==> config.mk <==
export PLATFORM = sky130hd
export DESIGN_NAME = l2x_channel
export DESIGN_NICKNAME = d
export VERILOG_FILES = /design/src/l2x_pkg.sv /design/src/l2x_channel.sv
export SDC_FILE = /design/constraint.sdc
export NUM_CORES = 2
export LEC_CHECK = 0
export ABC_AREA = 1
export BUFFER_PORTS_ARGS = -buffer_cell sky130_fd_sc_hd__buf_2
export CORE_MARGIN = 4
export CORE_UTILIZATION = 50
export CTS_CLUSTER_SIZE = 24
export DETAILED_ROUTE_END_ITERATION = 10
export PLACE_DENSITY = 0.65
export RECOVER_POWER = 50
export SETUP_SLACK_MARGIN = 0.05
export SYNTH_ARGS = -nofsm -noshare
export SYNTH_HDL_FRONTEND = slang
export SYNTH_SLANG_ARGS = --single-unit
export TNS_END_PERCENT = 20
==> constraint.sdc <==
create_clock -name i_clk -period 8.7 [get_ports i_clk]
set_input_delay 0 -clock i_clk [delete_from_list [all_inputs] [get_ports i_clk]]
set_output_delay 0 -clock i_clk [all_outputs]
set_load 0.02 [all_outputs]
==> src/l2x_pkg.sv <==
// Shared types and fixed-point constants for the L*a*b* to XYZ converter.
`default_nettype none

package l2x_pkg;

    // Field widths
    localparam int L_W     = 15;
    localparam int AB_W    = 16;
    localparam int OUT_W   = 19;
    localparam int WHITE_W = 17;
    localparam int LS_W    = 16;
    localparam int F_W     = 22;
    localparam int FMAG_W  = 21;

    // Stream packing
    localparam int S_TDATA_W = 48;
    localparam int M_TDATA_W = 64;

    // Pipeline depths
    localparam int PRE_STAGES = 4;
    localparam int CH_STAGES  = 6;

    typedef logic [CH_STAGES-1:0] t_ch_load;

    // Configuration register indexes
    localparam int REG_IDX_W = 2;
    localparam logic [REG_IDX_W-1:0] REG_WHITE_X = 2'd0;
    localparam logic [REG_IDX_W-1:0] REG_WHITE_Y = 2'd1;
    localparam logic [REG_IDX_W-1:0] REG_WHITE_Z = 2'd2;

    // D50 white point
    localparam logic [WHITE_W-1:0] WHITE_X_RST = 17'd63189;
    localparam logic [WHITE_W-1:0] WHITE_Y_RST = 17'd65536;
    localparam logic [WHITE_W-1:0] WHITE_Z_RST = 17'd54060;

    // L+16 in 8 fraction bits
    localparam logic [LS_W-1:0] LS_OFFSET = 16'd4096;

    // Constant dividers: q = floor((num * 2^SH + HALF) / DIV), estimated
    // by a reciprocal multiply and fixed up by one remainder compare.
    localparam logic [25:0] RECIP_Y = 26'd37025580;  // 2^30 / 29
    localparam logic [22:0] RECIP_X = 23'd4739274;   // 2^34 / 3625
    localparam logic [23:0] RECIP_Z = 24'd11848185;  // 2^33 / 725
    localparam logic [4:0]  DIV_Y   = 5'd29;
    localparam logic [11:0] DIV_X   = 12'd3625;
    localparam logic [9:0]  DIV_Z   = 10'd725;
    localparam int HALF_Y = 14;
    localparam int HALF_X = 1812;
    localparam int HALF_Z = 362;

    // Q20 arithmetic
    localparam int FRAC        = 20;
    localparam int ROUND_HALF  = 524288;
    localparam int CUBE_THRESH = 9286;
    localparam int OFFSET_Q20  = 144631;
    localparam int INV_KAPPA   = 134657;
    localparam int KAPPA_W     = 18;
    localparam int OUT_POS_MAX = 262143;
    localparam int OUT_NEG_MAG = 262144;

endpackage

`default_nettype wire

==> src/l2x_channel.sv <==
// One tristimulus channel: cube or linear branch, white scaling, saturation.
`default_nettype none

module l2x_channel (
    input  logic                         i_clk,
    input  l2x_pkg::t_ch_load            i_load,
    input  logic [l2x_pkg::F_W-1:0]      i_f,      // Q20, two's complement
    input  logic [l2x_pkg::WHITE_W-1:0]  i_white,  // Q16, unsigned
    output logic [l2x_pkg::OUT_W-1:0]    o_res     // Q16, two's complement
);
    import l2x_pkg::*;

    localparam int SQ_P_W  = 2 * FMAG_W;
    localparam int SQ_W    = SQ_P_W - FRAC;
    localparam int CU_P_W  = SQ_W + FMAG_W;
    localparam int CU_W    = CU_P_W - FRAC;
    localparam int D_W     = F_W + 1;
    localparam int DMAG_W  = F_W;
    localparam int LIN_P_W = DMAG_W + KAPPA_W;
    localparam int LIN_W   = LIN_P_W - FRAC;
    localparam int WP_W    = CU_W + WHITE_W;
    localparam int WQ_W    = WP_W - FRAC;

    // stage 1
    logic [FMAG_W-1:0]  n_mag;
    logic [D_W-1:0]     n_d;
    logic               n_dneg;
    logic [DMAG_W-1:0]  n_dmag;
    logic [SQ_P_W-1:0]  n_sq_p;
    logic [LIN_P_W-1:0] n_lin_p;
    logic [SQ_P_W-1:0]  r_c1_sq_p;
    logic [LIN_P_W-1:0] r_c1_lin_p;
    logic [FMAG_W-1:0]  r_c1_mag;
    logic               r_c1_neg;
    logic               r_c1_dneg;
    // stage 2
    logic [SQ_W-1:0]    n_sq;
    logic [LIN_W-1:0]   n_vlin;
    logic [SQ_W-1:0]    r_c2_sq;
    logic [LIN_W-1:0]   r_c2_vlin;
    logic [FMAG_W-1:0]  r_c2_mag;
    logic               r_c2_neg;
    logic               r_c2_dneg;
    // stage 3
    logic [CU_P_W-1:0]  n_cu_p;
    logic [CU_P_W-1:0]  r_c3_cu_p;
    logic [LIN_W-1:0]   r_c3_vlin;
    logic               r_c3_neg;
    logic               r_c3_dneg;
    // stage 4
    logic [CU_W-1:0]    n_cmag;
    logic               n_take_cube;
    logic [CU_W-1:0]    n_vmag;
    logic               n_vneg;
    logic [CU_W-1:0]    r_c4_vmag;
    logic               r_c4_vneg;
    // stage 5
    logic [WP_W-1:0]    n_wp;
    logic [WP_W-1:0]    r_c5_wp;
    logic               r_c5_vneg;
    // stage 6
    logic [WQ_W-1:0]    n_wq;
    logic [OUT_W-1:0]   n_res;
    logic [OUT_W-1:0]   r_res;

    always_comb begin
        n_mag   = i_f[F_W-1] ? FMAG_W'(F_W'(0) - i_f) : FMAG_W'(i_f);
        n_d     = {i_f[F_W-1], i_f} - D_W'(OFFSET_Q20);
        n_dneg  = n_d[D_W-1];
        n_dmag  = n_dneg ? DMAG_W'(D_W'(0) - n_d) : DMAG_W'(n_d);
        n_sq_p  = {{FMAG_W{1'b0}}, n_mag} * {{FMAG_W{1'b0}}, n_mag};
        n_lin_p = {{KAPPA_W{1'b0}}, n_dmag} * LIN_P_W'(INV_KAPPA);
    end

    always_comb begin
        n_sq   = SQ_W'((r_c1_sq_p + SQ_P_W'(ROUND_HALF)) >> FRAC);
        n_vlin = LIN_W'((r_c1_lin_p + LIN_P_W'(ROUND_HALF)) >> FRAC);
    end

    assign n_cu_p = {{FMAG_W{1'b0}}, r_c2_sq} * {{SQ_W{1'b0}}, r_c2_mag};

    // Negative f never clears the threshold: take the linear branch.
    always_comb begin
        n_cmag      = CU_W'((r_c3_cu_p + CU_P_W'(ROUND_HALF)) >> FRAC);
        n_take_cube = !r_c3_neg && (n_cmag > CU_W'(CUBE_THRESH));
        n_vmag      = n_take_cube ? n_cmag : CU_W'(r_c3_vlin);
        n_vneg      = !n_take_cube && r_c3_dneg;
    end

    assign n_wp = {{WHITE_W{1'b0}}, r_c4_vmag} * {{CU_W{1'b0}}, i_white};

    always_comb begin
        n_wq = WQ_W'((r_c5_wp + WP_W'(ROUND_HALF)) >> FRAC);
        if (!r_c5_vneg) begin
            n_res = (n_wq > WQ_W'(OUT_POS_MAX)) ? OUT_W'(OUT_POS_MAX) : OUT_W'(n_wq);
        end else begin
            n_res = (n_wq > WQ_W'(OUT_NEG_MAG)) ? OUT_W'(OUT_NEG_MAG)
                                                 : OUT_W'(WQ_W'(0) - n_wq);
        end
    end

    always_ff @(posedge i_clk) begin
        if (i_load[0]) begin
            r_c1_sq_p  <= n_sq_p;
            r_c1_lin_p <= n_lin_p;
            r_c1_mag   <= n_mag;
            r_c1_neg   <= i_f[F_W-1];
            r_c1_dneg  <= n_dneg;
        end
        if (i_load[1]) begin
            r_c2_sq   <= n_sq;
            r_c2_vlin <= n_vlin;
            r_c2_mag  <= r_c1_mag;
            r_c2_neg  <= r_c1_neg;
            r_c2_dneg <= r_c1_dneg;
        end
        if (i_load[2]) begin
            r_c3_cu_p <= n_cu_p;
            r_c3_vlin <= r_c2_vlin;
            r_c3_neg  <= r_c2_neg;
            r_c3_dneg <= r_c2_dneg;
        end
        if (i_load[3]) begin
            r_c4_vmag <= n_vmag;
            r_c4_vneg <= n_vneg;
        end
        if (i_load[4]) begin
            r_c5_wp   <= n_wp;
            r_c5_vneg <= r_c4_vneg;
        end
        if (i_load[5]) begin
            r_res <= n_res;
        end
    end

    assign o_res = r_res;

endmodule

`default_nettype wire

==> results.cfg <==
[min_path]
whs_path_depth = 4
min_to = r_c1_mag[6]
hp-start = i_f[6]
hp-class = in2reg

[worst_setup_path]
critPathBufInv = 10
crit_top_cell = fa_1
worstPathArrival_ps = 8270
path_max_fanout = 18
critPathMaxStageDelay_ps = 520
critPathTopFamily = adder cells
cp_num_cells = 35
start_kind = input pin
critical_path_required_ps = 9040
path_class = in2reg
cp-end-kind = flop
r2r_slack_ps = 1230
ff2ff_path_depth = 25
slowest_stage = dlygate4sd3_1
worstReg2RegEnd = r_c3_cu_p[41]
reg2reg_from = r_c2_sq[11]

[floorplan]
die-area_mm2 = 0.1164
dieHeight_um = 341.1
fp-row-count = 121
start_util_pct = 50.69
core_region_area_mm2 = 0.1095
die_w_um = 341.1
boundaryPins = 65

[grt]
grt_max_degree = 68
track_usage_pct = 26.05
grt_antenna_before_repair = 3
grt_pass1_wl_um = 241700
first_global_vias = 45390
overflow = 0

[logic_synthesis]
syn_area_mm2 = 0.05549
yosys_register_bits = 243
syn_nets = 8280
yosysTopAreaCell = fa_1
synth_cell_type_count = 60
seq_area_frac_synth_pct = 13.15
synth_edf_count = 243
syn_area_per_cell_um2 = 8.328
yosys-top-cells-area = fa_1, edfxtp_1, inv_1, ha_1, nand2_1
async_flop_share_pct = 0
ys.warnings.count = 0
syn_inst = 6663
synth_top_area_share_pct = 37.70
dominantRegCellSynth = edfxtp_1

[route]
ant_nets = 0
avgViaCountPerCell = 5.237
remaining_drc_errors = 0
wirelength_um = 146300
drt_pre_antenna_iters = 8
first_iter_violations = 2988
vias = 42570
wl_per_cell_um = 17.99

[run]
drv_cap = 3

[place]
dpl.hpwl_um = 119600
port_buffers = 64
gp_congestion = 0.9377

[finish]
fillCellCount = 10300
drive_above_1_share_pct = 3.623
fin_nets = 8246
layout_common_cells = inv_1, nand2_1, fa_1
syn2layout_area_growth_pct = 5.186
final_common_cell = inv_1

[timing]
period_share_pct = 91.15
slew_violations = 181
final-setup-viol-count = 0
setup_tns_ps = 0
fin_crit_ps = 7930
hold_viol_final = 0
slew_headroom_pct = -166.9
worst_pin_slew_ps = 4004
skew_ps = 31.86
fmax_mhz = 126.1
rsz0062_at_grt = no

[clock_network]
clock_path_buffers = 3
path_clk_slew_ps = 60
ctsResizeCount = 0
cts_tree = yes
clockRootBuffer = clkbuf_16
numCtsBuffers = 29
htree_levels = 1
clock_sinks = 243
insertion_delay_ps = 600
hold_buffers = 6
cts_setup_buffers = 0

[status]
violations = max-capacitance violations, max-slew violations
status = complete, but fails checks
==> worst min-delay path: stages <==
cell and delay (ps):
buf_2 140, o21ai_0 80, nand2_1 50, buf_4 210
==> state kept, by name, indices dropped and copies added, names as in the netlist <==
name / flops
r_c4_vneg: 1
r_c2_sq: 22
r_c3_dneg: 1
r_c1_sq_p: 24
r_c2_mag: 21
r_c1_mag: 20
r_c3_neg: 1
r_c5_wp: 21
r_c2_neg: 1
r_c3_vlin: 20
r_c1_neg: 1
r_c1_lin_p: 21
o_res: 19
r_c5_vneg: 1
r_c2_vlin: 20
r_c1_dneg: 1
r_c4_vmag: 23
r_c2_dneg: 1
r_c3_cu_p: 24
==> routing by layer <==
layer	GRT usage (%)	up-vias	share of wire, %
met3	3.073	313	6.6
li1	-	19670	-
met2	43.85	1500	47
met1	35.71	21090	42
met5	0	-	0.0082
met4	7.541	2	3.6
==> cell type report <==
type | count | area [um2] | share of cell area (%)
Clock inverter | 20 | 185.2 | 0.3173
Timing Repair Buffer | 148 | 948.4 | 1.625
Inverter | 1822 | 6844 | 11.73
Tap cell | 1476 | 1847 | 3.164
Sequential cell | 243 | 7297 | 12.50
Multi-Input combinational cell | 4385 | 40500 | 69.39
Antenna cell | 1 | 2.502 | 0.004287
Clock buffer | 34 | 744.5 | 1.276
==> logic make-up after synthesis <==
kind of cell / after synthesis / synth area share [%]
simple gates: 2167 / 15.81
buf+inv: 2035 / 13.87
flops: 243 / 13.15
xor+xnor: 181 / 2.857
compound gates: 466 / 4.756
fa+ha+maj: 1571 / 49.56
==> worst max path at each step <==
stage	start	to	slack (ps)
finish	i_f[0]	r_c1_sq_p[34]	770
global route	i_f[0]	r_c1_sq_p[38]	190
CTS	i_f[0]	r_c1_sq_p[40]	880
detailed placement	i_f[0]	r_c1_sq_p[40]	790
global placement	i_f[0]	r_c1_sq_p[38]	820
floorplan	i_f[0]	r_c1_sq_p[40]	1070
==> per-stage QoR <==
stage	instance area (um2)	setup WS [ps]	utilization [%]	instances	hold slack, ps
CTS	58380	878.1	53.34	8128	52.54
global route	58360	192.6	53.32	8128	112.8
finish	58370	769.7	53.32	8129	104.6
detailed placement	57390	787.2	52.43	8068	404.5
floorplan	55490	1070	-	6663	98.87
global placement	57390	825.0	52.43	8068	400.7
==> Yosys cell counts (9+ instances only) <==
cell and count:
o21ai_0 153, fa_1 1045, nand4_1 69, a21o_1 16, ha_1 526, inv_1 1802, nand2_1 1525, xnor2_1 55
nor2_1 332, xor2_1 126, buf_1 9, clkbuf_1 190, nand3_1 136, o21a_1 22, a21oi_1 197, o21ai_2 14
nor4_1 11, inv_2 12, nor3_1 48, a31oi_1 13, edfxtp_1 243
Power is left out: the tool's default activity adds up to more than one toggle a clock period on the data nets, which glitch-free logic cannot reach.
